`config.mk`:
```
export PLATFORM = sky130hd
export DESIGN_NAME = log_record_deframer_crc32_check_flat
export DESIGN_NICKNAME = d
export VERILOG_FILES = /design/src/rtl/lrd_pkg.sv /design/src/rtl/lrd_in_if.sv /design/src/rtl/lrd_out_if.sv /design/src/rtl/lrd_crc_byte.sv /design/src/rtl/lrd_parser.sv /design/src/rtl/log_record_deframer_crc32_check.sv /design/src/flat_wrapper.sv
export SDC_FILE = /design/constraint.sdc
export NUM_CORES = 1
export LEC_CHECK = 0
export BUFFER_PORTS_ARGS = -buffer_cell sky130_fd_sc_hd__buf_2
export CAP_MARGIN = 20
export CORE_MARGIN = 2
export CORE_UTILIZATION = 38
export CTS_BUF_LIST = sky130_fd_sc_hd__clkbuf_4 sky130_fd_sc_hd__clkbuf_8
export CTS_CLUSTER_SIZE = 14
export DETAILED_ROUTE_END_ITERATION = 7
export MAX_ROUTING_LAYER = met4
export PLACE_DENSITY = 0.66
export SLEW_MARGIN = 0
export SYNTH_ARGS = -nofsm -noshare
export SYNTH_HDL_FRONTEND = slang
export SYNTH_SLANG_ARGS = --single-unit
```
`constraint.sdc`:
```
create_clock -name clk -period 5.7 [get_ports clk]
set_input_delay 0.855 -clock clk [delete_from_list [all_inputs] [get_ports clk]]
set_output_delay 0.855 -clock clk [all_outputs]
set_load 0.01 [all_outputs]
```
`src/rtl/lrd_pkg.sv`:
```
// lrd_pkg: shared types, codes and constants of the log record deframer
// no dependencies; compiled first

package lrd_pkg;

  // crc-32, reflected form
  localparam logic [31:0] CRC_POLY = 32'hEDB8_8320;
  localparam logic [31:0] CRC_ONES = 32'hFFFF_FFFF;

  // configuration port
  localparam int CFG_DATA_W  = 21;
  localparam int CFG_INDEX_W = 2;
  localparam int ID_LEN_W    = 16;
  localparam int NAME_LEN_W  = 16;
  localparam int DATA_LEN_W  = 21;

  localparam logic [ID_LEN_W-1:0]   MAX_ID_RESET      = ID_LEN_W'(256);
  localparam logic [NAME_LEN_W-1:0] MAX_NAME_RESET    = NAME_LEN_W'(256);
  localparam logic [DATA_LEN_W-1:0] MAX_PAYLOAD_RESET = DATA_LEN_W'(1024 * 1024);

  localparam int PAYLOAD_COUNT_WIDTH_DEF = 21;

  typedef enum logic [CFG_INDEX_W-1:0] {
    CFG_MAX_ID      = 2'd0,
    CFG_MAX_NAME    = 2'd1,
    CFG_MAX_PAYLOAD = 2'd2
  } lrd_cfg_index_t;

  // parse phase; the value doubles as the field tag
  typedef enum logic [3:0] {
    PH_TYPE    = 4'd0,
    PH_IDLEN   = 4'd1,
    PH_ID      = 4'd2,
    PH_NAMELEN = 4'd3,
    PH_NAME    = 4'd4,
    PH_DATALEN = 4'd5,
    PH_DATA    = 4'd6,
    PH_TIME    = 4'd7,
    PH_CRC     = 4'd8
  } lrd_phase_t;

  typedef enum logic [2:0] {
    ST_BUSY      = 3'd0,
    ST_GOOD      = 3'd1,
    ST_ID_LONG   = 3'd2,
    ST_NAME_LONG = 3'd3,
    ST_DATA_LONG = 3'd4,
    ST_TRUNC     = 3'd5,
    ST_CRC_BAD   = 3'd6
  } lrd_status_t;

  typedef struct packed {
    logic [ID_LEN_W-1:0]   max_id;
    logic [NAME_LEN_W-1:0] max_name;
    logic [DATA_LEN_W-1:0] max_payload;
  } lrd_limits_t;

  typedef struct packed {
    logic [3:0]  field_tag;
    logic [7:0]  field_byte;
    logic [7:0]  record_kind;
    logic [63:0] record_time;
    logic [31:0] stored_check;
    lrd_status_t status;
    logic        record_end;
  } lrd_result_t;

endpackage

```
`src/rtl/lrd_in_if.sv`:
```
// lrd_in_if: byte stream channel (valid/ready plus payload)
// no dependencies

interface lrd_in_if;
  logic       valid;
  logic       ready;
  logic [7:0] in_byte;
  logic       buffer_end;

  modport source (output valid, output in_byte, output buffer_end, input ready);
  modport sink   (input valid, input in_byte, input buffer_end, output ready);
endinterface

```
`src/rtl/lrd_out_if.sv`:
```
// lrd_out_if: tagged field channel (valid/ready plus payload)
// no dependencies

interface lrd_out_if;
  logic        valid;
  logic        ready;
  logic [3:0]  field_tag;
  logic [7:0]  field_byte;
  logic [7:0]  record_kind;
  logic [63:0] record_time;
  logic [31:0] stored_check;
  logic [2:0]  status;
  logic        record_end;

  modport source (output valid, output field_tag, output field_byte, output record_kind,
                  output record_time, output stored_check, output status,
                  output record_end, input ready);
  modport sink   (input valid, input field_tag, input field_byte, input record_kind,
                  input record_time, input stored_check, input status,
                  input record_end, output ready);
endinterface

```
`src/rtl/lrd_crc_byte.sv`:
```
// lrd_crc_byte: one-byte update of a reflected crc-32
// depends on lrd_pkg

module lrd_crc_byte
  import lrd_pkg::*;
(
  input  logic [31:0] crc_in,
  input  logic [7:0]  data,
  output logic [31:0] crc_out
);

  always_comb begin
    logic [31:0] c;
    c = crc_in ^ {24'd0, data};
    for (int k = 0; k < 8; k++) begin
      c = c[0] ? ((c >> 1) ^ CRC_POLY) : (c >> 1);
    end
    crc_out = c;
  end

endmodule

```
`src/rtl/lrd_parser.sv`:
```
// lrd_parser: record state, field tagging, length checks and crc compare
// depends on lrd_pkg and lrd_crc_byte

module lrd_parser
  import lrd_pkg::*;
#(
  parameter int PAYLOAD_COUNT_WIDTH = PAYLOAD_COUNT_WIDTH_DEF
) (
  input  logic        clk,
  input  logic        rst,
  input  logic        accept,
  input  logic [7:0]  in_byte,
  input  logic        buffer_end,
  input  lrd_limits_t limits,
  output lrd_result_t result
);

  localparam int CW = PAYLOAD_COUNT_WIDTH;
  localparam logic [31:0] COUNT_MASK = 32'((64'd1 << CW) - 64'd1);

  lrd_phase_t  phase, phase_next;
  logic [CW-1:0] byte_count, byte_count_next;
  logic [31:0] field_length, field_length_next;
  logic [31:0] running_crc, running_crc_next;
  logic [7:0]  kind_latch, kind_latch_next;
  logic [63:0] time_latch, time_latch_next;
  logic [31:0] check_latch, check_latch_next;
  logic        discarding, discarding_next;

  logic [31:0] crc_upd;
  logic [CW-1:0] cnt_inc;
  logic [31:0] len_asm;
  logic [31:0] cap_id, cap_name, cap_payload;

  lrd_crc_byte u_crc (
    .crc_in  (running_crc),
    .data    (in_byte),
    .crc_out (crc_upd)
  );

  assign cnt_inc = byte_count + CW'(1);
  assign len_asm = (byte_count == '0) ? {24'd0, in_byte}
                 : field_length | ({24'd0, in_byte} << {byte_count[1:0], 3'b000});

  // limits are capped at the largest count the position counter holds
  assign cap_id      = ({16'd0, limits.max_id} > COUNT_MASK) ? COUNT_MASK
                     : {16'd0, limits.max_id};
  assign cap_name    = ({16'd0, limits.max_name} > COUNT_MASK) ? COUNT_MASK
                     : {16'd0, limits.max_name};
  assign cap_payload = ({11'd0, limits.max_payload} > COUNT_MASK) ? COUNT_MASK
                     : {11'd0, limits.max_payload};

  always_comb begin
    logic [3:0]  tag;
    lrd_status_t status;
    lrd_status_t err;
    logic        done;
    logic        rend;

    phase_next        = phase;
    byte_count_next   = byte_count;
    field_length_next = field_length;
    running_crc_next  = running_crc;
    kind_latch_next   = kind_latch;
    time_latch_next   = time_latch;
    check_latch_next  = check_latch;
    discarding_next   = discarding;
    tag    = phase;
    status = ST_BUSY;
    err    = ST_BUSY;
    done   = 1'b0;
    rend   = 1'b0;

    if (discarding) begin
      tag = PH_TYPE;
      if (buffer_end) begin
        discarding_next   = 1'b0;
        phase_next        = PH_TYPE;
        byte_count_next   = '0;
        field_length_next = '0;
        running_crc_next  = CRC_ONES;
      end
    end else begin
      if (phase != PH_CRC) begin
        running_crc_next = crc_upd;
      end
      case (phase)
        PH_IDLEN: begin
          field_length_next = len_asm;
          byte_count_next   = cnt_inc;
          if (cnt_inc == CW'(2)) begin
            if (len_asm > cap_id) begin
              err = ST_ID_LONG;
            end else begin
              byte_count_next = '0;
              phase_next      = (len_asm != '0) ? PH_ID : PH_NAMELEN;
            end
          end
        end
        PH_ID: begin
          byte_count_next = cnt_inc;
          if (32'(cnt_inc) == field_length) begin
            byte_count_next = '0;
            phase_next      = PH_NAMELEN;
          end
        end
        PH_NAMELEN: begin
          field_length_next = len_asm;
          byte_count_next   = cnt_inc;
          if (cnt_inc == CW'(2)) begin
            if (len_asm > cap_name) begin
              err = ST_NAME_LONG;
            end else begin
              byte_count_next = '0;
              phase_next      = (len_asm != '0) ? PH_NAME : PH_DATALEN;
            end
          end
        end
        PH_NAME: begin
          byte_count_next = cnt_inc;
          if (32'(cnt_inc) == field_length) begin
            byte_count_next = '0;
            phase_next      = PH_DATALEN;
          end
        end
        PH_DATALEN: begin
          field_length_next = len_asm;
          byte_count_next   = cnt_inc;
          if (cnt_inc == CW'(4)) begin
            if (len_asm > cap_payload) begin
              err = ST_DATA_LONG;
            end else begin
              byte_count_next = '0;
              phase_next      = (len_asm != '0) ? PH_DATA : PH_TIME;
            end
          end
        end
        PH_DATA: begin
          byte_count_next = cnt_inc;
          if (32'(cnt_inc) == field_length) begin
            byte_count_next = '0;
            phase_next      = PH_TIME;
          end
        end
        PH_TIME: begin
          time_latch_next = {in_byte, time_latch[63:8]};
          byte_count_next = cnt_inc;
          if (cnt_inc == CW'(8)) begin
            byte_count_next = '0;
            phase_next      = PH_CRC;
          end
        end
        PH_CRC: begin
          check_latch_next = {in_byte, check_latch[31:8]};
          byte_count_next  = cnt_inc;
          if (cnt_inc == CW'(4)) begin
            done   = 1'b1;
            status = ((running_crc ^ CRC_ONES) == check_latch_next) ? ST_GOOD : ST_CRC_BAD;
          end
        end
        default: begin
          tag             = PH_TYPE;
          kind_latch_next = in_byte;
          byte_count_next = '0;
          phase_next      = PH_IDLEN;
        end
      endcase

      if (!done && err == ST_BUSY && buffer_end) begin
        err = ST_TRUNC;
      end
      if (err != ST_BUSY) begin
        status = err;
      end
      if (done || err != ST_BUSY) begin
        rend              = 1'b1;
        phase_next        = PH_TYPE;
        byte_count_next   = '0;
        field_length_next = '0;
        running_crc_next  = CRC_ONES;
        discarding_next   = (status != ST_GOOD) && !buffer_end;
      end
    end

    result.field_tag    = tag;
    result.field_byte   = in_byte;
    result.record_kind  = kind_latch_next;
    result.record_time  = time_latch_next;
    result.stored_check = check_latch_next;
    result.status       = status;
    result.record_end   = rend;
  end

  always_ff @(posedge clk) begin
    if (rst) begin
      phase        <= PH_TYPE;
      byte_count   <= '0;
      field_length <= '0;
      running_crc  <= CRC_ONES;
      kind_latch   <= '0;
      time_latch   <= '0;
      check_latch  <= '0;
      discarding   <= 1'b0;
    end else if (accept) begin
      phase        <= phase_next;
      byte_count   <= byte_count_next;
      field_length <= field_length_next;
      running_crc  <= running_crc_next;
      kind_latch   <= kind_latch_next;
      time_latch   <= time_latch_next;
      check_latch  <= check_latch_next;
      discarding   <= discarding_next;
    end
  end

endmodule

```
`src/rtl/log_record_deframer_crc32_check.sv`:
```
// log_record_deframer_crc32_check: top level with config registers and output register
// latency: a byte accepted at one edge shows its tagged result on the next cycle
// throughput: one byte per cycle unless the sink stalls; single-pass crc, length compare
// reset (rst, synchronous): limits return to 256/256/1 MiB, parser expects a type byte
// depends on lrd_pkg, lrd_in_if, lrd_out_if, lrd_parser

module log_record_deframer_crc32_check
  import lrd_pkg::*;
#(
  parameter int PAYLOAD_COUNT_WIDTH = PAYLOAD_COUNT_WIDTH_DEF
) (
  input  logic                   clk,
  input  logic                   rst,
  input  logic                   cfg_we,
  input  logic [CFG_INDEX_W-1:0] cfg_index,
  input  logic [CFG_DATA_W-1:0]  cfg_data,
  lrd_in_if.sink                 byte_stream,
  lrd_out_if.source              field_stream
);

  lrd_limits_t limits;
  lrd_result_t result;
  lrd_result_t out_reg;
  logic        out_valid;
  logic        accept;

  // configuration registers; writes to an unused index are dropped
  always_ff @(posedge clk) begin
    if (rst) begin
      limits.max_id      <= MAX_ID_RESET;
      limits.max_name    <= MAX_NAME_RESET;
      limits.max_payload <= MAX_PAYLOAD_RESET;
    end else if (cfg_we) begin
      case (lrd_cfg_index_t'(cfg_index))
        CFG_MAX_ID:      limits.max_id      <= cfg_data[ID_LEN_W-1:0];
        CFG_MAX_NAME:    limits.max_name    <= cfg_data[NAME_LEN_W-1:0];
        CFG_MAX_PAYLOAD: limits.max_payload <= cfg_data[DATA_LEN_W-1:0];
        default: ;
      endcase
    end
  end

  // take a new byte whenever the output register is empty or being drained
  assign byte_stream.ready = !out_valid || field_stream.ready;
  assign accept            = byte_stream.valid && byte_stream.ready;

  // parser: all per-byte work in one pass, state advances only on a transaction
  lrd_parser #(
    .PAYLOAD_COUNT_WIDTH (PAYLOAD_COUNT_WIDTH)
  ) u_parser (
    .clk        (clk),
    .rst        (rst),
    .accept     (accept),
    .in_byte    (byte_stream.in_byte),
    .buffer_end (byte_stream.buffer_end),
    .limits     (limits),
    .result     (result)
  );

  // output register: holds a result while the sink stalls
  always_ff @(posedge clk) begin
    if (rst) begin
      out_valid <= 1'b0;
    end else if (accept) begin
      out_valid <= 1'b1;
    end else if (field_stream.ready) begin
      out_valid <= 1'b0;
    end
  end

  // payload needs no reset
  always_ff @(posedge clk) begin
    if (accept) begin
      out_reg <= result;
    end
  end

  assign field_stream.valid        = out_valid;
  assign field_stream.field_tag    = out_reg.field_tag;
  assign field_stream.field_byte   = out_reg.field_byte;
  assign field_stream.record_kind  = out_reg.record_kind;
  assign field_stream.record_time  = out_reg.record_time;
  assign field_stream.stored_check = out_reg.stored_check;
  assign field_stream.status       = out_reg.status;
  assign field_stream.record_end   = out_reg.record_end;

endmodule

```
`src/flat_wrapper.sv`:
```
// flat-port wrapper written by rule: the top's interface ports become plain ports
module log_record_deframer_crc32_check_flat import lrd_pkg::*;
#(
  parameter int PAYLOAD_COUNT_WIDTH = PAYLOAD_COUNT_WIDTH_DEF
)
  (clk, rst, cfg_we, cfg_index, cfg_data, byte_stream_valid, byte_stream_in_byte, byte_stream_buffer_end, byte_stream_ready, field_stream_valid, field_stream_field_tag, field_stream_field_byte, field_stream_record_kind, field_stream_record_time, field_stream_stored_check, field_stream_status, field_stream_record_end, field_stream_ready);
  lrd_in_if byte_stream_i ();
  lrd_out_if field_stream_i ();
  input  logic clk;
  input  logic rst;
  input  logic cfg_we;
  input  logic [CFG_INDEX_W-1:0] cfg_index;
  input  logic [CFG_DATA_W-1:0] cfg_data;
  input wire logic [$bits(byte_stream_i.valid)-1:0] byte_stream_valid;
  input wire logic [$bits(byte_stream_i.in_byte)-1:0] byte_stream_in_byte;
  input wire logic [$bits(byte_stream_i.buffer_end)-1:0] byte_stream_buffer_end;
  output wire logic [$bits(byte_stream_i.ready)-1:0] byte_stream_ready;
  output wire logic [$bits(field_stream_i.valid)-1:0] field_stream_valid;
  output wire logic [$bits(field_stream_i.field_tag)-1:0] field_stream_field_tag;
  output wire logic [$bits(field_stream_i.field_byte)-1:0] field_stream_field_byte;
  output wire logic [$bits(field_stream_i.record_kind)-1:0] field_stream_record_kind;
  output wire logic [$bits(field_stream_i.record_time)-1:0] field_stream_record_time;
  output wire logic [$bits(field_stream_i.stored_check)-1:0] field_stream_stored_check;
  output wire logic [$bits(field_stream_i.status)-1:0] field_stream_status;
  output wire logic [$bits(field_stream_i.record_end)-1:0] field_stream_record_end;
  input wire logic [$bits(field_stream_i.ready)-1:0] field_stream_ready;
  assign byte_stream_i.valid = byte_stream_valid;
  assign byte_stream_i.in_byte = byte_stream_in_byte;
  assign byte_stream_i.buffer_end = byte_stream_buffer_end;
  assign byte_stream_ready = byte_stream_i.ready;
  assign field_stream_valid = field_stream_i.valid;
  assign field_stream_field_tag = field_stream_i.field_tag;
  assign field_stream_field_byte = field_stream_i.field_byte;
  assign field_stream_record_kind = field_stream_i.record_kind;
  assign field_stream_record_time = field_stream_i.record_time;
  assign field_stream_stored_check = field_stream_i.stored_check;
  assign field_stream_status = field_stream_i.status;
  assign field_stream_record_end = field_stream_i.record_end;
  assign field_stream_i.ready = field_stream_ready;
  log_record_deframer_crc32_check #(.PAYLOAD_COUNT_WIDTH(PAYLOAD_COUNT_WIDTH)) u_core (.clk(clk), .rst(rst), .cfg_we(cfg_we), .cfg_index(cfg_index), .cfg_data(cfg_data), .byte_stream(byte_stream_i), .field_stream(field_stream_i));
endmodule
```
# Word level (Yosys, flattened, before mapping)
# Index checks and enable logic that the tools add are counted.
dict set report word_totals {
  reg_bits 368
  out_inout_bits 122
  elab_cells 169
}
dict set report op_classes {
  addsub 1
  magnitude_cmp 3
  eq_ne 29
  shifts 1
  n_mux 76
  n_bitwise 12
  n_reduce_logical 28
}
# operator n
set ops {}
lappend ops {{$mux 32} 19}
lappend ops {{$mux 21} 11}
lappend ops {{$mux 64} 2}
lappend ops {{$pmux 21 s6} 1}
lappend ops {{$not 13->14} 8}
lappend ops {{$gt 32x16->1} 2}
lappend ops {{$mux 4} 13}
lappend ops {{$ne 4x4->1 const B} 11}
lappend ops {{$eq 21x32->1} 1}
lappend ops {{$eq 32x32->1} 1}
lappend ops {{$gt 32x21->1} 1}
lappend ops {{$not 32->32} 1}
lappend ops {{$or 32x32->32} 1}
lappend ops {{$pmux 4 s8} 1}
lappend ops {{$reduce_bool 32->1} 1}
lappend ops {{$shl 8x5->32} 1}
lappend ops {{$xor 32x8->32} 1}
lappend ops {{$mux 3} 10}
lappend ops {{$add 21x1->21 const B} 1}
lappend ops {{$eq 21x2->1 const B} 1}
lappend ops {{$eq 21x3->1 const B} 1}
lappend ops {{$eq 21x4->1 const B} 1}
lappend ops {{$logic_not 21->1} 1}
lappend ops {{$eq 4x3->1 const B} 4}
lappend ops {{26 further kinds} 55}

# Depth between registers and ports, before layout
# Gate-level depths: netlist of the first run.
dict set report logic_depth {
  depth_word 20
  mapped_depth 22
  depth_no_buf 18
}

# By module
# Synthesis of the first run repeated with hierarchy kept, for this count alone.
dict set report hier_totals {
  cells_unflattened 1789
  hier_area_um2 18615.4
}
# module n_inst cells_each area_each_um2 seq_area_each_um2
set by_module_without_submodules {}
lappend by_module_without_submodules {lrd_parser 1 1393 12029.0 3883.7}
lappend by_module_without_submodules {log_record_deframer_crc32_check 1 324 5805.6 4684.5}
lappend by_module_without_submodules {lrd_crc_byte 1 72 780.7 0.0}

# Worst setup path after synthesis of the first run
# No wires, ideal clock.
dict set report synth_path {
  path_type {input to register}
  start {input port field_stream_ready}
  end {register u_core.out_reg (netlist bit u_core.field_stream.field_byte[0]) (enable)}
  t_arrival_ns 4.784
  setup_slack_ns 0.384
  path_stages 4
  cell_sequence {nand2b_1 -> nand2_1 -> inv_2 -> clkbuf_1}
}
dict set report synth_via {
  elab_chain_cells 2
}
# element line
set synth_rtl {}
lappend synth_rtl {{from (decl)} flat_wrapper.sv:26} ;# input wire logic [$bits(field_stream_i.ready)-1:0] field_stream_ready;
lappend synth_rtl {{$logic_or 1x1->1} log_record_deframer_crc32_check.sv:44} ;# assign byte_stream.ready = !out_valid || field_stream.ready;
lappend synth_rtl {{$logic_and 1x1->1} log_record_deframer_crc32_check.sv:45} ;# assign accept = byte_stream.valid && byte_stream.ready;
lappend synth_rtl {{net u_core.accept} log_record_deframer_crc32_check.sv:25} ;# logic accept;
lappend synth_rtl {{to (signal assigned)} log_record_deframer_crc32_check.sv:74} ;# out_reg <= result;
lappend synth_rtl {{to (decl)} log_record_deframer_crc32_check.sv:23} ;# lrd_result_t out_reg;
# The timed path passes the listed nets, and every way through them passes these cells.
# A chain may end at the register's enable or synchronous reset.

# Worst setup path in the final report of the first run
dict set report layout_path {
  start {register u_core.u_parser.byte_count[5]}
  end {register u_core.u_parser.field_length[29]}
}
dict set report layout_via {
  elab_chain_cells 16
  elab_cells_between_ends 32
  classes_between {add/sub: 1; order compare: 3; eq/ne: 2; mux: 17; reduce/logical: 9}
}
# element line
set layout_rtl {}
lappend layout_rtl {{from (decl)} lrd_parser.sv:22} ;# logic [CW-1:0] byte_count, byte_count_next;
lappend layout_rtl {{from (signal assigned)} lrd_parser.sv:206} ;# byte_count <= byte_count_next;
lappend layout_rtl {{$logic_not 21->1} lrd_parser.sv:42} ;# assign len_asm = (byte_count == '0) ? {24'd0, in_byte}
lappend layout_rtl {{$mux 32} lrd_parser.sv:42}
lappend layout_rtl {{$gt 32x16->1 (tied with other cells)} lrd_parser.sv:111} ;# if (len_asm > cap_name) begin
lappend layout_rtl {{$mux 2 (tied with other cells)} lrd_parser.sv:111}
lappend layout_rtl {{$mux 2 (tied with other cells)} lrd_parser.sv:110} ;# if (cnt_inc == CW'(2)) begin
lappend layout_rtl {{$pmux 3 s3} lrd_parser.sv:87} ;# case (phase)
lappend layout_rtl {{$mux 3} lrd_parser.sv:74} ;# if (discarding) begin
lappend layout_rtl {{$logic_not 3->1} lrd_parser.sv:169} ;# if (!done && err == ST_BUSY && buffer_end) begin
lappend layout_rtl {{$logic_and 1x1->1 (2 in a row)} lrd_parser.sv:169}
lappend layout_rtl {{$mux 3} lrd_parser.sv:169}
lappend layout_rtl {{$mux 3} lrd_parser.sv:74}
lappend layout_rtl {{$reduce_bool 3->1} lrd_parser.sv:175} ;# if (done || err != ST_BUSY) begin
lappend layout_rtl {{$logic_or 1x1->1} lrd_parser.sv:175}
lappend layout_rtl {{$reduce_bool 3->1 (no source line) / $mux 32 (equally long branches)} -}
lappend layout_rtl {{$reduce_and 3->1 (no source line) / $mux 32 (equally long branches)} -}
lappend layout_rtl {{to (signal assigned)} lrd_parser.sv:207} ;# field_length <= field_length_next;
lappend layout_rtl {{to (decl)} lrd_parser.sv:23} ;# logic [31:0] field_length, field_length_next;
# Several ways; a longest one is shown, not always the timed one. The select of a mux whose other input is x is not followed.

==> results of run 1 <==
==> Yosys cell counts, types with 4 or more instances <==
| cell | n |
|---|---|
| sky130_fd_sc_hd__nor2_1 | 280 |
| sky130_fd_sc_hd__dfxtp_1 | 248 |
| sky130_fd_sc_hd__nand2_1 | 158 |
| sky130_fd_sc_hd__nor3_1 | 154 |
| sky130_fd_sc_hd__edfxtp_1 | 120 |
| sky130_fd_sc_hd__mux2_2 | 105 |
| sky130_fd_sc_hd__a21oi_1 | 99 |
| sky130_fd_sc_hd__clkbuf_1 | 99 |
| sky130_fd_sc_hd__xnor2_1 | 74 |
| sky130_fd_sc_hd__inv_1 | 70 |
| sky130_fd_sc_hd__xor2_1 | 69 |
| sky130_fd_sc_hd__ha_1 | 57 |
| sky130_fd_sc_hd__nand3_1 | 56 |
| sky130_fd_sc_hd__nand4_1 | 30 |
| sky130_fd_sc_hd__a41oi_1 | 28 |
| sky130_fd_sc_hd__a31oi_1 | 26 |
| sky130_fd_sc_hd__o21ai_0 | 23 |
| sky130_fd_sc_hd__buf_2 | 20 |
| sky130_fd_sc_hd__nor4_1 | 12 |
| sky130_fd_sc_hd__a22o_1 | 11 |
| sky130_fd_sc_hd__and3_1 | 11 |
| sky130_fd_sc_hd__a21o_1 | 10 |
| sky130_fd_sc_hd__o41ai_1 | 10 |
| sky130_fd_sc_hd__a211oi_1 | 9 |
| sky130_fd_sc_hd__nor2b_1 | 8 |
| sky130_fd_sc_hd__o211ai_1 | 8 |
| sky130_fd_sc_hd__buf_1 | 7 |
| sky130_fd_sc_hd__nand2b_1 | 7 |
| sky130_fd_sc_hd__o21ai_1 | 7 |
| sky130_fd_sc_hd__or3_1 | 7 |
| sky130_fd_sc_hd__and2_1 | 6 |
| sky130_fd_sc_hd__buf_4 | 6 |
| sky130_fd_sc_hd__or4_1 | 5 |
| sky130_fd_sc_hd__a211o_1 | 4 |
| sky130_fd_sc_hd__a221o_1 | 4 |
| sky130_fd_sc_hd__and4_1 | 4 |
| sky130_fd_sc_hd__o31ai_1 | 4 |
==> sequential cells by signal (all words and copies together) (netlist names) <==
| signal | count |
|---|---|
| u_core.u_parser.kind_latch | 8 |
| u_core.field_stream.field_tag | 4 |
| u_core.field_stream.stored_check | 32 |
| u_core.field_stream.status | 3 |
| u_core.field_stream.field_byte | 8 |
| u_core.u_parser.phase | 4 |
| u_core.u_parser.check_latch | 32 |
| u_core.u_parser.running_crc | 32 |
| u_core.field_stream.record_end | 1 |
| u_core.field_stream.valid | 1 |
| u_core.field_stream.record_time | 64 |
| u_core.u_parser.field_length | 32 |
| u_core.u_parser.byte_count | 21 |
| u_core.u_parser.time_latch | 64 |
| u_core.limits | 53 |
| u_core.u_parser.discarding | 1 |
| u_core.field_stream.record_kind | 8 |
==> cells by family (layout without fill, tap and decap cells) <==
logic type / Yosys count / in the layout / share of synthesized area (%)
xor+xnor: 144 / 144 / 7.06
flops: 368 / 368 / 47.4
simple gates: 767 / 767 / 19.9
mux: 107 / 107 / 6.66
fa+ha+maj: 57 / 57 / 3.95
compound gates: 274 / 274 / 10.4
buf+inv: 205 / 370 / 4.61
other cells: 0 / 2 / 0
==> path summary, 6_finish.rpt <==
path / from / endpoint / slack [ns] / cells past startpoint
max: u_core.u_parser.byte_count[5] / u_core.u_parser.field_length[29] / 0.44 / 15
min: u_core.limits[11] / u_core.limits[11] / 0.45 / 2
max reg2reg: u_core.u_parser.byte_count[5] / u_core.u_parser.field_length[29] / 0.44 / 15
min reg2reg: u_core.limits[11] / u_core.limits[11] / 0.45 / 2
==> per-layer routing <==
metal,vias up,GRT usage [%]
met4,0,8.04
met5,-,-
met1,7069,25.6
li1,7019,-
met3,87,3.67
met2,469,31.8
==> power by group <==
part | total (mW) | internal [mW] | switching [mW]
Sequential | 3.00 | 2.89 | 0.115
Clock | 2.67 | 1.55 | 1.12
Combinational | 0.935 | 0.378 | 0.557
Total | 6.61 | 4.82 | 1.79
==> critical path, cell delays in order, from the launching register on <==
cell and delay [ns]:
sky130_fd_sc_hd__dfxtp_1 0.46, sky130_fd_sc_hd__or4_4 0.60, sky130_fd_sc_hd__or4_4 0.64, sky130_fd_sc_hd__o21ai_1 0.34, sky130_fd_sc_hd__a22o_1 0.35, sky130_fd_sc_hd__ha_1 0.29
sky130_fd_sc_hd__a21oi_1 0.15, sky130_fd_sc_hd__o21ai_0 0.12, sky130_fd_sc_hd__a221oi_1 0.31, sky130_fd_sc_hd__nor2_1 0.09, sky130_fd_sc_hd__o21a_1 0.26, sky130_fd_sc_hd__o211ai_4 0.33
sky130_fd_sc_hd__o211a_4 0.30, sky130_fd_sc_hd__nor2_1 0.10, sky130_fd_sc_hd__or3_1 0.63, sky130_fd_sc_hd__nor2_1 0.20
==> through the flow <==
| stage | util, % | total power, mW | cells |
|---|---|---|---|
| floorplan | - | 3.70 | 1922 |
| global placement | 41.2 | 3.96 | 2574 |
| detailed placement | 41.2 | 3.98 | 2575 |
| CTS | 44.2 | 6.67 | 2693 |
| global route | 44.3 | 6.90 | 2696 |
| finish | 44.3 | 6.61 | 2696 |
==> layout make-up <==
cell class	count	area share (%)
diodes	2	0.0242
clock buffers	100	5.86
clock inverters	18	1.01
inverters	71	1.32
multi-input cells	1349	41.9
flip-flops and latches	368	41.4
well taps	607	3.67
repair buffers	181	4.80
==> parameters.txt, run 1 <==
Parameter                              Value

Finish
  Leading cell type in the layout, fill and taps excluded    sky130_fd_sc_hd__nor2_1
  Footprint of the multi-input gates    8690 µm²
  Area of all sequential standard cells    8570 µm²
  Filler cell count in the final layout    approximately 4400
  Most used cells in the layout excluding fill and tap cells    sky130_fd_sc_hd__nor2_1, sky130_fd_sc_hd__dfxtp_1, sky130_fd_sc_hd__buf_2
  Layout area overhead    14.6%
  Final Cell Area    a little over 20000 µm²
  Nets@finish    2131
  Layout cell share with drive strength beyond 1    between 20% and 30%

Critical path
  Kind of launch point of the worst setup path    flip-flop
  Worst endpoint required time    just over 6 ns
  CP Data Arrival Time    between 5 and 6 ns
  CP endpoint kind    flip-flop
  Worst-path fanout max    16
  Critical setup path kind    flip-flop to flip-flop

Timing
  Setup tns final    0 ns
  Number of hold violations in the final report    0
  Peak Freq    approximately 190 MHz
  Final max-slew violation count    0
  Unrepaired setup endpoints after global routing    no
  Final setup violation count    0
  Worst-case clock skew    roughly 0.034 ns
  Period minus WS final    approximately 5.3 ns
  Worst hold slack    approximately 0.45 ns
  Setup WS post-layout    0.440 ns
  Slew headroom    28.7%
  Pin slew with the least headroom to its limit    between 1 and 1.5 ns
  Final worst path period share    slightly above 90%

Synth
  YS warnings    0
  Fraction of post-synthesis cell area in the top cell type by area    between 20 and 30%
  Share of synthesized registers carrying an async set or reset    0%
  Total of flip-flops plus latches after synthesis    roughly 370
  Syn avg cell area    between 9 and 10 µm²
  Post-synth cell types    78
  Cell count after synthesis    approximately 1900
  Synthesized Nets    slightly above 2000
  Number of enable-type register cells in the synthesized netlist    120
  Most area-consuming cells after synthesis    sky130_fd_sc_hd__dfxtp_1, sky130_fd_sc_hd__edfxtp_1, sky130_fd_sc_hd__mux2_2, sky130_fd_sc_hd__nor2_1, sky130_fd_sc_hd__nor3_1
  Fraction of the yosys area taken by sequential cells    roughly 47%
  Total standard cell area after synthesis    around 18000 µm²
  Largest area contributor in the netlist    sky130_fd_sc_hd__dfxtp_1
  Predominant post-synthesis flop cell    sky130_fd_sc_hd__dfxtp_1

Place
  Final weighted congestion in routability-driven placement    ~0.94
  Cell Area, Placed    about 19000 µm²
  Number of port buffers    approximately 160
  HPWL after DPL    33100 µm
  Pre-CTS setup slack    0.577 ns

Die
  Area of the placeable core    around 47000 µm²
  Die boundary width    approximately 220 µm
  Number of rows created at floorplan    slightly below 80
  I/O pins    roughly 160
  Initial Util    approximately two fifths
  Full die area    49300 µm²
  Die Height    around 220 µm

Drt
  Wire length on met3    between 2000 and 3000 µm
  Detailed Route Iter0 Violations    roughly 1200
  Met2 routed WL    ~23000 µm
  Highest routing layer actually used    met4
  Routed metal-1 wire length    between 20000 and 25000 µm
  Detail-routed net length per standard cell    between 15 and 20 µm
  Post-detailed-route via-to-cell ratio    5.43
  ANT nets after route    0
  Detailed-router iteration count before antenna repair    5
  Detailed-route via count    approximately 15000
  Total wirelength of the detailed-routed design    between 40000 and 50000 µm
  DRC errors left    0

Clock network
  Number of clock sinks seen by CTS    approximately 370
  Number of resized instances in the post-cts repair step    0
  CTS root buf    sky130_fd_sc_hd__clkbuf_8
  Clock tree from TritonCTS    yes
  H-tree levels    3
  Clock buffers created by TritonCTS    66
  Clock latency on the worst-skew pair    ~0.63 ns
  Clock-pin transition on the worst setup and hold timing paths    about 0.060 ns
  Hold-fix buffers, CTS    0
  Number of buffers inserted to repair setup after CTS    0
  Buffer levels on the longest clock path    3

Power and ir drop
  Static leakage power    around 8.0 nW
  Ratio of total power to cell area    about 320 nW/µm²
  Worst IR drop on VDD    ~0.00021 V

Global routing
  Largest net degree at the start of global routing    roughly 130
  Global-route wire length before repair    78100 µm
  Via count of the first global-routing pass    ~14000
  Total global-route track usage    about a fifth
  Final global-route overflow total    0
  Number of antenna violations at the first check in global routing    2

Flow run
  Number of violations of the max-capacitance limit    0

Outcome
  Run status    completed

Worst hold path
  Worst Hold Class    flip-flop to flip-flop
Note: power is estimated with default switching activity, not from simulation.
==> inputs of run 2 (changes only) <==
--- a/config.mk
+++ b/config.mk
@@ -8,12 +8,12 @@
 export BUFFER_PORTS_ARGS = -buffer_cell sky130_fd_sc_hd__buf_2
 export CAP_MARGIN = 20
 export CORE_MARGIN = 2
-export CORE_UTILIZATION = 38
+export CORE_UTILIZATION = 62
 export CTS_BUF_LIST = sky130_fd_sc_hd__clkbuf_4 sky130_fd_sc_hd__clkbuf_8
 export CTS_CLUSTER_SIZE = 14
 export DETAILED_ROUTE_END_ITERATION = 7
 export MAX_ROUTING_LAYER = met4
-export PLACE_DENSITY = 0.66
+export PLACE_DENSITY = 0.94
 export SLEW_MARGIN = 0
 export SYNTH_ARGS = -nofsm -noshare
 export SYNTH_HDL_FRONTEND = slang
==> parameters.txt, run 2 (synthesized netlist as in run 1, its figures left out) <==
Parameter                              Value

Clock network
  Clock latency on the worst-skew pair    0.63 ns (about the same)
  CTS root buf    sky130_fd_sc_hd__clkbuf_8
  Number of resized instances in the post-cts repair step    0 (unchanged)
  Number of clock sinks seen by CTS    368 (unchanged)
  Hold-fix buffers, CTS    0 (unchanged)
  Buffer levels on the longest clock path    3 (unchanged)
  Clock tree from TritonCTS    yes
  Number of buffers inserted to repair setup after CTS    0 (unchanged)
  Clock-pin transition on the worst setup and hold timing paths    0.07 ns (about the same)
  H-tree levels    2 (-1)
  Clock buffers created by TritonCTS    58 (-12%)

Die
  Die Height    175 µm (-21%)
  Full die area    30500 µm² (-38%)
  I/O pins    159 (unchanged)
  Initial Util    62.9% (+24 points)
  Number of rows created at floorplan    62 (-22%)
  Area of the placeable core    28700 µm² (-39%)
  Die boundary width    175 µm (-21%)

Global routing
  Global-route wire length before repair    81400 µm (+4.3%)
  Final global-route overflow total    0 (unchanged)
  Largest net degree at the start of global routing    137 (+7.9%)
  Via count of the first global-routing pass    15218 (+6.2%)
  Met1 Track Usage GR    42.4% (+17 points)
  GR met3 Demand/Resource    5.74% (+2.1 points)
  Total global-route track usage    34.1% (+14 points)
  Most congested layer reported by global routing    met2
  Met2 capacity usage during global routing    54.0% (+22 points)
  Number of antenna violations at the first check in global routing    2 (unchanged)

Timing
  Final max-slew violation count    0 (unchanged)
  Worst-case clock skew    0.0328 ns (-0.000793 ns)
  Unrepaired setup endpoints after global routing    no
  Period minus WS final    5.30 ns (+0.0370 ns)
  Slew headroom    27.0% (-1.7 points)
  Peak Freq    189 MHz (-0.70%)
  Number of hold violations in the final report    0 (unchanged)
  Final worst path period share    92.9% (+0.65 points)
  Pin slew with the least headroom to its limit    1.09 ns (+0.0257 ns)
  Setup tns final    0 ns (unchanged)
  Final setup violation count    0 (unchanged)

Place
  Number of port buffers    158 (unchanged)
  Placed insts    2351 (-8.7%)
  Final weighted congestion in routability-driven placement    0.953 (+1.0%)
  HPWL after DPL    32700 µm (-1.1%)
  Cell Area, Placed    19000 µm² (-1.5%)

Drt
  Detailed Route Iter0 Violations    1914 (+60%)
  ANT nets after route    0 (unchanged)
  Total wirelength of the detailed-routed design    51000 µm (+4.1%)
  Post-detailed-route via-to-cell ratio    6.33 (+17%)
  DRC errors left    0 (unchanged)
  Detailed-router iteration count before antenna repair    6 (+1)
  Detail-routed net length per standard cell    20.7 µm (+14%)
  Detailed-route via count    15575 (+6.4%)

Outcome
  Run status    completed

Critical path
  Kind of launch point of the worst setup path    flip-flop
  Worst endpoint required time    6.23 ns (about the same)
  CP Data Arrival Time    5.83 ns (+0.04 ns)
  CP max-delay cell    sky130_fd_sc_hd__or4_4
  Critical setup path kind    flip-flop to flip-flop
  Top cell family by delay on the critical path    simple AND/OR/NAND/NOR gates
  Worst-path fanout max    16 (unchanged)
  Chain of cells forming the critical path    or4_4 -> or4_4 -> o21ai_1 -> a22oi_1 -> ha_1 -> nand4_1 -> nor4_1 -> or4_1 -> o21ai_2 -> o211ai_4 -> o211a_4 -> nor2_1 -> or3_1 -> nor2_1
  Delay of the slowest cell on the worst path    0.66 ns (+0.02 ns)
  CP endpoint kind    flip-flop
  Buffer and inverter count on the worst path    0 (unchanged)

Power and ir drop
  Ratio of total power to cell area    322 nW/µm² (+0.72%)
  Worst IR drop on VDD    0.000216 V (+4.2%)
  Static leakage power    7.95 nW (-0.84%)
  Total Power Consumption    6.53 mW (-1.2%)

Finish
  Leading cell type in the layout, fill and taps excluded    sky130_fd_sc_hd__nor2_1
  Layout area overhead    12.4%
  Layout cell share with drive strength beyond 1    20.1% (-0.70 points)
  Most used cells in the layout excluding fill and tap cells    sky130_fd_sc_hd__nor2_1, sky130_fd_sc_hd__dfxtp_1, sky130_fd_sc_hd__buf_2
  Post-Layout Cell Count    2461 (-8.7%)
  Final Cell Area    20300 µm² (-1.9%)
  Nets@finish    2121 (-0.47%)
  Filler cell count in the final layout    1997 (-55%)

Flow run
  Number of violations of the max-capacitance limit    0 (unchanged)

Worst hold path
  Worst Hold Class    flip-flop to flip-flop
run 2: cell types whose count changed in the layout (fill, tap and decap cells not counted):
| cell | delta |
|---|---|
| sky130_fd_sc_hd__buf_6 | -1 |
| sky130_fd_sc_hd__buf_16 | -1 |
| sky130_fd_sc_hd__nor3b_2 | -1 |
| sky130_fd_sc_hd__nor3b_1 | +1 |
| sky130_fd_sc_hd__inv_12 | +1 |
| sky130_fd_sc_hd__clkbuf_4 | -6 |
| sky130_fd_sc_hd__clkinv_2 | -4 |
| sky130_fd_sc_hd__bufinv_16 | +1 |
| sky130_fd_sc_hd__clkinv_1 | +4 |
| sky130_fd_sc_hd__clkbuf_8 | -3 |
| sky130_fd_sc_hd__inv_8 | -2 |
| sky130_fd_sc_hd__clkinvlp_4 | -1 |
run 2: per-layer routing:
| layer | up-vias | routed length [µm] |
|---|---|---|
| li1 | 6994 | - |
| met1 | 7400 | 19500 |
| met2 | 947 | 24000 |
| met3 | 234 | 4660 |
| met4 | 0 | 2780 |
| met5 | - | 0 |
run 2: worst min-delay path: stages (launching register included):
cell and delay (ns):
sky130_fd_sc_hd__dfxtp_1 0.31, sky130_fd_sc_hd__nand2_1 0.05, sky130_fd_sc_hd__a21oi_1 0.05
run 2: final cells by class:
class | instances | area, µm² | share of cell area (%)
Antenna cell | 2 | 5.00 | 0.0246
Clock buffer | 91 | 1130 | 5.55
Clock inverter | 17 | 220 | 1.08
Inverter | 71 | 274 | 1.35
Multi-Input combinational cell | 1349 | 8680 | 42.7
Sequential cell | 368 | 8570 | 42.2
Tap cell | 384 | 480 | 2.37
Timing Repair Buffer | 179 | 955 | 4.70
run 2: where the power goes:
part           switching [mW]  internal (mW)  total [mW]
Combinational           0.581          0.375       0.955
Clock                    1.07           1.49        2.56
Sequential              0.127           2.89        3.01
run 2: path summary, 6_finish.rpt:
kind                            startpoint                          endpoint  slack (ns)  depth (start not counted)
min reg2reg              u_core.limits[36]                 u_core.limits[36]        0.45                          2
min                      u_core.limits[36]                 u_core.limits[36]        0.45                          2
max          u_core.u_parser.byte_count[5]  u_core.u_parser.field_length[23]        0.40                         14
max reg2reg  u_core.u_parser.byte_count[5]  u_core.u_parser.field_length[23]        0.40                         14
run 2: through the flow:
step                util (%)  worst slack [ns]  hold WS (ns)
floorplan                  -             0.384         0.436
detailed placement      66.1             0.589         0.448
global placement        66.1             0.737         0.443
CTS                     70.7             0.523         0.456
finish                  70.8             0.403         0.454
global route            70.8             0.224         0.471
